**src/hdl/epwr_pkg.sv**
```systemverilog
// Shared constants for the echo pulse width ranger.
// No dependencies; the interfaces, the top level and the checker use it.
package epwr_pkg;

    localparam int COUNTER_BITS_DEF  = 16;
    localparam int OVERFLOW_BITS_DEF = 8;

    localparam int VALUE_W = 16;
    localparam int TICKS_W = 24;
    localparam int DIST_W  = 16;
    localparam int SCALE_W = 24;
    localparam int FRAC_W  = 24;

    localparam logic [SCALE_W-1:0] SCALE_RESET = 24'd5941;
    localparam logic [TICKS_W-1:0] TICKS_MAX   = {TICKS_W{1'b1}};
    localparam logic [DIST_W-1:0]  DIST_MAX    = {DIST_W{1'b1}};

endpackage

```
**src/hdl/epwr_if.sv**
```systemverilog
// Channel interfaces of the echo pulse width ranger: timer events,
// results and the scale register write. Depends on epwr_pkg.
interface epwr_evt_if;
    logic                          valid;
    logic                          ready;
    logic                          overflow_event;
    logic                          capture_event;
    logic [epwr_pkg::VALUE_W-1:0]  capture_value;

    modport source(output valid, output overflow_event, output capture_event,
                   output capture_value, input ready);
    modport sink(input valid, input overflow_event, input capture_event,
                 input capture_value, output ready);
endinterface

interface epwr_res_if;
    logic                          valid;
    logic                          ready;
    logic [epwr_pkg::TICKS_W-1:0]  pulse_ticks;
    logic [epwr_pkg::DIST_W-1:0]   distance_cm;
    logic                          range_saturated;

    modport source(output valid, output pulse_ticks, output distance_cm,
                   output range_saturated, input ready);
    modport sink(input valid, input pulse_ticks, input distance_cm,
                 input range_saturated, output ready);
endinterface

interface epwr_cfg_if;
    logic                          valid;
    logic                          ready;
    logic [epwr_pkg::SCALE_W-1:0]  distance_scale_q24;

    modport source(output valid, output distance_scale_q24, input ready);
    modport sink(input valid, input distance_scale_q24, output ready);
endinterface

```
**src/hdl/echo_pulse_width_ranger_top.sv**
```systemverilog
// Echo pulse width ranger: input capture pulse measurement and distance scaling.
// Depends on epwr_pkg and the channel interfaces in epwr_if.sv.

// Each transfer on i_evt is one timer event. The overflow flag is counted
// first (saturating at 2^OVERFLOW_BITS-1), then a capture either records the
// rise time or, on the falling capture that follows, produces one result on
// o_res with the pulse width in ticks, the distance in cm (width times the
// Q0.24 scale, saturated to 16 bits) and a flag set when the overflow count
// stood at its limit. Events without a capture and rising edges produce no
// result. The block takes one event per clock while o_res is not stalled: an
// input register and a width register, loaded by the state logic that updates
// the edge tracking and computes the width, feed the output register through
// the 24x24 scale multiply, so o_res.valid rises once the event has passed
// the input, width and output registers. The scale is written over i_cfg,
// which is always ready; write it only while no event is in flight.
module echo_pulse_width_ranger_top #(
    parameter int COUNTER_BITS  = epwr_pkg::COUNTER_BITS_DEF,
    parameter int OVERFLOW_BITS = epwr_pkg::OVERFLOW_BITS_DEF
) (
    input  logic        i_clk,
    input  logic        i_rst_n,
    epwr_evt_if.sink    i_evt,
    epwr_res_if.source  o_res,
    epwr_cfg_if.sink    i_cfg
);

    localparam int RAW_W = OVERFLOW_BITS + COUNTER_BITS + 1;
    localparam int TOT_W = (RAW_W > epwr_pkg::TICKS_W + 1) ? RAW_W
                                                           : epwr_pkg::TICKS_W + 1;
    localparam int PROD_W = epwr_pkg::TICKS_W + epwr_pkg::SCALE_W;
    localparam int FRAC_SHIFT = epwr_pkg::FRAC_W;
    localparam logic [OVERFLOW_BITS-1:0] TALLY_MAX = {OVERFLOW_BITS{1'b1}};

    // scale register
    logic [epwr_pkg::SCALE_W-1:0] r_scale;

    // input register
    logic                          r_in_v;
    logic                          r_in_ovf;
    logic                          r_in_cap;
    logic [epwr_pkg::VALUE_W-1:0]  r_in_value;

    // edge tracking state
    logic                          r_awaiting_fall;
    logic [COUNTER_BITS-1:0]       r_rise_time;
    logic [OVERFLOW_BITS-1:0]      r_tally;

    // width stage
    logic                          r_mid_v;
    logic [epwr_pkg::TICKS_W-1:0]  r_mid_ticks;
    logic                          r_mid_sat;

    // output register
    logic                          r_out_v;
    logic [epwr_pkg::TICKS_W-1:0]  r_out_ticks;
    logic [epwr_pkg::DIST_W-1:0]   r_out_dist;
    logic                          r_out_sat;

    logic                          out_en;
    logic                          mid_en;
    logic                          s1_go;
    logic                          in_take;

    logic [COUNTER_BITS-1:0]       val_cb;
    logic [OVERFLOW_BITS-1:0]      tally_inc;
    logic [TOT_W-1:0]              sum_raw;
    logic [TOT_W-1:0]              sum_adj;
    logic [TOT_W-1:0]              total;
    logic [epwr_pkg::TICKS_W-1:0]  n_ticks;
    logic                          is_fall;
    logic [PROD_W-1:0]             product;
    logic [PROD_W-FRAC_SHIFT-1:0]  prod_hi;
    logic [epwr_pkg::DIST_W-1:0]   n_dist;

    assign out_en  = !r_out_v || o_res.ready;
    assign mid_en  = !r_mid_v || out_en;
    assign s1_go   = r_in_v && mid_en;
    assign in_take = i_evt.valid && i_evt.ready;

    assign i_evt.ready = !r_in_v || s1_go;
    assign i_cfg.ready = 1'b1;

    // width computation on the registered event
    always_comb begin
        val_cb    = COUNTER_BITS'(r_in_value);
        tally_inc = (r_in_ovf && (r_tally != TALLY_MAX)) ? r_tally + 1'b1 : r_tally;
        is_fall   = r_in_cap && r_awaiting_fall;
        sum_raw   = TOT_W'({tally_inc, val_cb});
        // fall before rise without a counted wrap: assume the missed wrap
        if (sum_raw < TOT_W'(r_rise_time)) begin
            sum_adj = sum_raw + (TOT_W'(1) << COUNTER_BITS);
        end else begin
            sum_adj = sum_raw;
        end
        total = sum_adj - TOT_W'(r_rise_time);
        if (total > TOT_W'(epwr_pkg::TICKS_MAX)) begin
            n_ticks = epwr_pkg::TICKS_MAX;
        end else begin
            n_ticks = total[epwr_pkg::TICKS_W-1:0];
        end
    end

    // scale multiply on the width stage
    always_comb begin
        product = PROD_W'(r_mid_ticks) * PROD_W'(r_scale);
        prod_hi = product[PROD_W-1:FRAC_SHIFT];
        if (prod_hi > (PROD_W-FRAC_SHIFT)'(epwr_pkg::DIST_MAX)) begin
            n_dist = epwr_pkg::DIST_MAX;
        end else begin
            n_dist = prod_hi[epwr_pkg::DIST_W-1:0];
        end
    end

    always_ff @(posedge i_clk) begin
        if (!i_rst_n) begin
            r_scale         <= epwr_pkg::SCALE_RESET;
            r_in_v          <= 1'b0;
            r_awaiting_fall <= 1'b0;
            r_rise_time     <= '0;
            r_tally         <= '0;
            r_mid_v         <= 1'b0;
            r_out_v         <= 1'b0;
        end else begin
            if (i_cfg.valid) begin
                r_scale <= i_cfg.distance_scale_q24;
            end

            if (i_evt.ready) begin
                r_in_v <= i_evt.valid;
            end

            if (s1_go) begin
                // a rising edge restarts the wrap count
                if (r_in_cap && !r_awaiting_fall) begin
                    r_rise_time     <= val_cb;
                    r_tally         <= '0;
                    r_awaiting_fall <= 1'b1;
                end else begin
                    r_tally <= tally_inc;
                    if (r_in_cap) begin
                        r_awaiting_fall <= 1'b0;
                    end
                end
            end

            if (mid_en) begin
                r_mid_v <= s1_go && is_fall;
            end

            if (out_en) begin
                r_out_v <= r_mid_v;
            end
        end
    end

    // payload registers
    always_ff @(posedge i_clk) begin
        if (in_take) begin
            r_in_ovf   <= i_evt.overflow_event;
            r_in_cap   <= i_evt.capture_event;
            r_in_value <= i_evt.capture_value;
        end
        if (s1_go && is_fall) begin
            r_mid_ticks <= n_ticks;
            r_mid_sat   <= (tally_inc == TALLY_MAX);
        end
        if (out_en && r_mid_v) begin
            r_out_ticks <= r_mid_ticks;
            r_out_dist  <= n_dist;
            r_out_sat   <= r_mid_sat;
        end
    end

    assign o_res.valid           = r_out_v;
    assign o_res.pulse_ticks     = r_out_ticks;
    assign o_res.distance_cm     = r_out_dist;
    assign o_res.range_saturated = r_out_sat;

endmodule

```
**src/flat_wrapper.sv**
```systemverilog
// flat-port wrapper written by rule: the top's interface ports become plain ports
module echo_pulse_width_ranger_top_flat 
#(
    parameter int COUNTER_BITS  = epwr_pkg::COUNTER_BITS_DEF,
    parameter int OVERFLOW_BITS = epwr_pkg::OVERFLOW_BITS_DEF
)
  (i_clk, i_rst_n, i_evt_valid, i_evt_overflow_event, i_evt_capture_event, i_evt_capture_value, i_evt_ready, o_res_valid, o_res_pulse_ticks, o_res_distance_cm, o_res_range_saturated, o_res_ready, i_cfg_valid, i_cfg_distance_scale_q24, i_cfg_ready);
  epwr_evt_if i_evt_i ();
  epwr_res_if o_res_i ();
  epwr_cfg_if i_cfg_i ();
  input  logic i_clk;
  input  logic i_rst_n;
  input wire logic [$bits(i_evt_i.valid)-1:0] i_evt_valid;
  input wire logic [$bits(i_evt_i.overflow_event)-1:0] i_evt_overflow_event;
  input wire logic [$bits(i_evt_i.capture_event)-1:0] i_evt_capture_event;
  input wire logic [$bits(i_evt_i.capture_value)-1:0] i_evt_capture_value;
  output wire logic [$bits(i_evt_i.ready)-1:0] i_evt_ready;
  output wire logic [$bits(o_res_i.valid)-1:0] o_res_valid;
  output wire logic [$bits(o_res_i.pulse_ticks)-1:0] o_res_pulse_ticks;
  output wire logic [$bits(o_res_i.distance_cm)-1:0] o_res_distance_cm;
  output wire logic [$bits(o_res_i.range_saturated)-1:0] o_res_range_saturated;
  input wire logic [$bits(o_res_i.ready)-1:0] o_res_ready;
  input wire logic [$bits(i_cfg_i.valid)-1:0] i_cfg_valid;
  input wire logic [$bits(i_cfg_i.distance_scale_q24)-1:0] i_cfg_distance_scale_q24;
  output wire logic [$bits(i_cfg_i.ready)-1:0] i_cfg_ready;
  assign i_evt_i.valid = i_evt_valid;
  assign i_evt_i.overflow_event = i_evt_overflow_event;
  assign i_evt_i.capture_event = i_evt_capture_event;
  assign i_evt_i.capture_value = i_evt_capture_value;
  assign i_evt_ready = i_evt_i.ready;
  assign o_res_valid = o_res_i.valid;
  assign o_res_pulse_ticks = o_res_i.pulse_ticks;
  assign o_res_distance_cm = o_res_i.distance_cm;
  assign o_res_range_saturated = o_res_i.range_saturated;
  assign o_res_i.ready = o_res_ready;
  assign i_cfg_i.valid = i_cfg_valid;
  assign i_cfg_i.distance_scale_q24 = i_cfg_distance_scale_q24;
  assign i_cfg_ready = i_cfg_i.ready;
  echo_pulse_width_ranger_top #(.COUNTER_BITS(COUNTER_BITS), .OVERFLOW_BITS(OVERFLOW_BITS)) u_core (.i_clk(i_clk), .i_rst_n(i_rst_n), .i_evt(i_evt_i), .o_res(o_res_i), .i_cfg(i_cfg_i));
endmodule
```
**config.mk**
```make
export PLATFORM = sky130hd
export DESIGN_NAME = echo_pulse_width_ranger_top_flat
export DESIGN_NICKNAME = d
export VERILOG_FILES = /design/src/hdl/epwr_pkg.sv /design/src/hdl/epwr_if.sv /design/src/hdl/echo_pulse_width_ranger_top.sv /design/src/flat_wrapper.sv
export SDC_FILE = /design/constraint.sdc
export NUM_CORES = 2
export LEC_CHECK = 0
export BUFFER_PORTS_ARGS = -buffer_cell sky130_fd_sc_hd__buf_2
export CAP_MARGIN = 5
export CORE_UTILIZATION = 60
export DETAILED_ROUTE_END_ITERATION = 8
export GPL_TIMING_DRIVEN = 0
export PLACE_DENSITY = 0.87
export SYNTH_ARGS = -nofsm -noshare
export SYNTH_HDL_FRONTEND = slang
export SYNTH_SLANG_ARGS = --single-unit
```
**constraint.sdc**
```tcl
create_clock -name i_clk -period 8.4 [get_ports i_clk]
set_input_delay 0.84 -clock i_clk [delete_from_list [all_inputs] [get_ports i_clk]]
set_output_delay 0.84 -clock i_clk [all_outputs]
set_load 0.05 [all_outputs]
```
==> results.sh <==
export IMPL_holdPathStages=0
export IMPL_worstSetupStartpointType="register"
export IMPL_hold_buffers=0
export IMPL_reg2reg_to="u_core.o_res.distance_cm[12]"
export IMPL_vias=20100
export IMPL_synth_area_um2=24900
export IMPL_die_h_um=206
export IMPL_fin_skew_ps=26.3
export IMPL_synth_nets=3411
export IMPL_worstHoldStart="u_core.r_mid_sat"
export IMPL_drt_iter0_drc=1776
export IMPL_dieWidth_um=206
export IMPL_clock_latency_ps=460
export IMPL_slew_viol_final=0
export IMPL_internal_power_mw=4.45
export IMPL_grt_max_degree=26
export IMPL_cts_buffer_depth=2
export IMPL_final_common_cell="inv_1"
export IMPL_fin_util_pct=65.6
export IMPL_io_pins=91
export IMPL_synth_flop_cell="edfxtp_1"
export IMPL_cts_tree="built"
export IMPL_syn_inst=2693
export IMPL_drive_above_1_share_pct=8.40
export IMPL_vdd_drop_max_mv=0.723
export IMPL_wl_um=79000
export IMPL_clk_pin_slew_ps=90
export IMPL_fin_nets=3525
export IMPL_drtAntennaViolNets=0
export IMPL_reg2reg_depth=25
export IMPL_clock_power_share_pct=7.5
export IMPL_swShare_pct=56.9
export IMPL_r2r_slack_ps=70
export IMPL_drt_vias_per_instance=5.99
export IMPL_wl_per_cell_um=23.5
export IMPL_grt_usage_pct=38.9
export IMPL_max_freq_mhz=120
export IMPL_r2r_start="u_core.r_scale[13]"
export IMPL_overflow=0
export IMPL_max_slew_margin_pct=31.2
export IMPL_power_density_nw_per_um2=385
export IMPL_cp_arrival_ps=8540
export IMPL_final_cell_area_um2=26800
export IMPL_drv_cap=0
export IMPL_antenna_found_initial=4
export IMPL_synthArstFlopShare_pct=0
export IMPL_cp_max_fo=10
export IMPL_grt_pass1_wl_um=119000
export IMPL_required_ps=8610
export IMPL_post_dp_hpwl_um=63400
export IMPL_status="finished clean"
export IMPL_grt_pass1_vias=21000
export IMPL_coreArea_um2=40900
export IMPL_cts_made_buffers=17
export IMPL_yosysUniqueCellTypes=75
export IMPL_synth_seq_cells=136
export IMPL_synth_warnings=0
export IMPL_p_leak_nw=13.0
export IMPL_start_util_pct=60.9
export IMPL_synth_area_per_cell_um2=9.26
export IMPL_whs_endpoint="u_core.o_res.range_saturated"
export IMPL_gp_congestion=1.07
export IMPL_synth_edf_count=84
export IMPL_hold_viol=0
export IMPL_place_ws_ps=-419
export IMPL_dr_pass1_iters=6
export IMPL_rsz0062_at_grt="yes"
export IMPL_die_area_um2=42400
export IMPL_drc=0
export IMPL_setup_violations=0
export IMPL_p_sw_mw=5.88
export IMPL_rows=74
export IMPL_min_period_over_period_pct=99.1
export IMPL_port_buffers=88
export IMPL_hp_class="reg2reg"
export IMPL_layout_common_cells="566 x inv_1, 482 x fa_1, 373 x nand2_1"
export IMPL_h_tree_depth=4
export IMPL_syn2layout_area_growth_pct=7.68
export IMPL_clock_sinks=136
export IMPL_critPathKind="reg2reg"
export IMPL_root_buffer="clkbuf_16"
export IMPL_end_kind="register"
export IMPL_pwr_share_comb_pct=84.7
export IMPL_ys_seq_area_share_pct=14.3
export IMPL_worst_pin_slew_ps=1030
export IMPL_fin_crit_ps=8330
export IMPL_worst_slack_ps=74.3
export IMPL_p_seq_share_pct=7.8
export IMPL_dpl_instance_area_um2=26100
-- worst max-delay path by stage --
stage                                 startpoint                      endpoint  slack [ps]  cells after the start
after CTS                 u_core.r_mid_ticks[19]  u_core.o_res.distance_cm[12]          10                     23
after detailed placement   u_core.r_mid_ticks[9]  u_core.o_res.distance_cm[12]        -420                     23
after global placement     u_core.r_mid_ticks[9]  u_core.o_res.distance_cm[12]        -390                     23
final                         u_core.r_scale[13]  u_core.o_res.distance_cm[12]          70                     25
after global routing       u_core.r_mid_ticks[4]  u_core.o_res.distance_cm[12]         -30                     21
after floorplan           u_core.r_mid_ticks[13]  u_core.o_res.distance_cm[12]        1210                     25
-- critical path, stage by stage, from the launching register on --
cell       delay (ps)
dfxtp_1           620
clkbuf_1          620
and2_1            270
fa_1              180
inv_1              60
fa_1              500
inv_1              50
fa_1              490
inv_1              50
fa_1              590
inv_1              70
fa_1              450
fa_1              490
inv_1              50
fa_1              550
inv_1              70
ha_1              370
a21oi_2           260
nand3_1           100
o2111ai_1         390
a21oi_1           210
or2_1             330
a311oi_1          380
o21ai_1           170
nor4b_4           290
or4b_1            450
-- registers in the layout, indices dropped and copies added (netlist names), 8 cells and up --
register                  count
u_core.o_res.pulse_ticks     24
u_core.r_mid_ticks           24
u_core.r_in_value            16
u_core.r_rise_time           16
u_core.r_scale               24
u_core.r_tally                8
u_core.o_res.distance_cm     16
-- per-layer routing --
layer  track usage, %  share of wire, %
met2             60.4                46
met4             28.2               8.9
met3             10.9                11
met5                0                 0
met1             46.5                34
-- cell usage after synthesis (all sizes together), types with 22 or more instances --
cell type,n,share of area (%)
dfxtp,52,4.2
fa,482,39
nor2b,31,0.78
a21oi,64,1.3
mux2i,27,1.1
nand3,26,0.52
a21boi,22,0.66
edfxtp,84,10
clkbuf,116,1.8
and2,320,8.0
ha,189,9.5
inv,566,8.5
o21ai,40,0.80
nand2,373,5.6
xor2,22,0.77
nor2,53,0.80
nand4,23,0.58
-- through the flow --
stage	setup TNS [ps]	cells	hold WS (ps)	total power [mW]
2_1_floorplan	0	2693	400	6.99
3_3_place_gp	-1310	3313	426	8.99
3_5_place_dp	-3050	3315	442	9.29
4_1_cts	0	3347	451	10.1
5_1_grt	-34.1	3352	466	11.3
6_report	0	3355	455	10.3
-- cell type report --
class                           instances  area, um^2
Inverter                              566        2120
Fill cell                            3264       14100
Timing Repair Buffer                   95         522
Clock inverter                         15         155
Buffer                                131         603
Multi-Input combinational cell       1860       18800
Tap cell                              532         666
Antenna cell                            3        7.51
Clock buffer                           17         425
Sequential cell                       136        3570
-- cells by family after synthesis --
logic type / count (synthesis) / share of synthesized area [%]
AOI/OAI and AO/OA: 234 / 6.36
other: 1 / 0.0150
DFF: 136 / 14.3
adders and majority gates: 671 / 48.2
muxes: 28 / 1.13
buffers and inverters: 697 / 10.6
xor gates and xnor gates: 43 / 1.51
and+or+nand+nor: 883 / 17.9
-- power by group through the flow --
stage	Clock, mW	Combinational [mW]	Sequential (mW)
floorplan	0	6.18	0.804
global placement	0	8.17	0.817
detailed placement	0	8.47	0.818
CTS	0.765	8.55	0.804
global route	0.797	9.66	0.807
finish	0.769	8.75	0.807
-- repair_timing --
| action | 4_1_cts | 5_1_grt |
|---|---|---|
| resized for setup | 38 | 72 |
| endpoints found under the setup margin | 16 | 16 |
| buffers inserted | 0 | 5 |
| pin swaps | 1 | 2 |
Note: power is estimated with default switching activity, not from simulation.
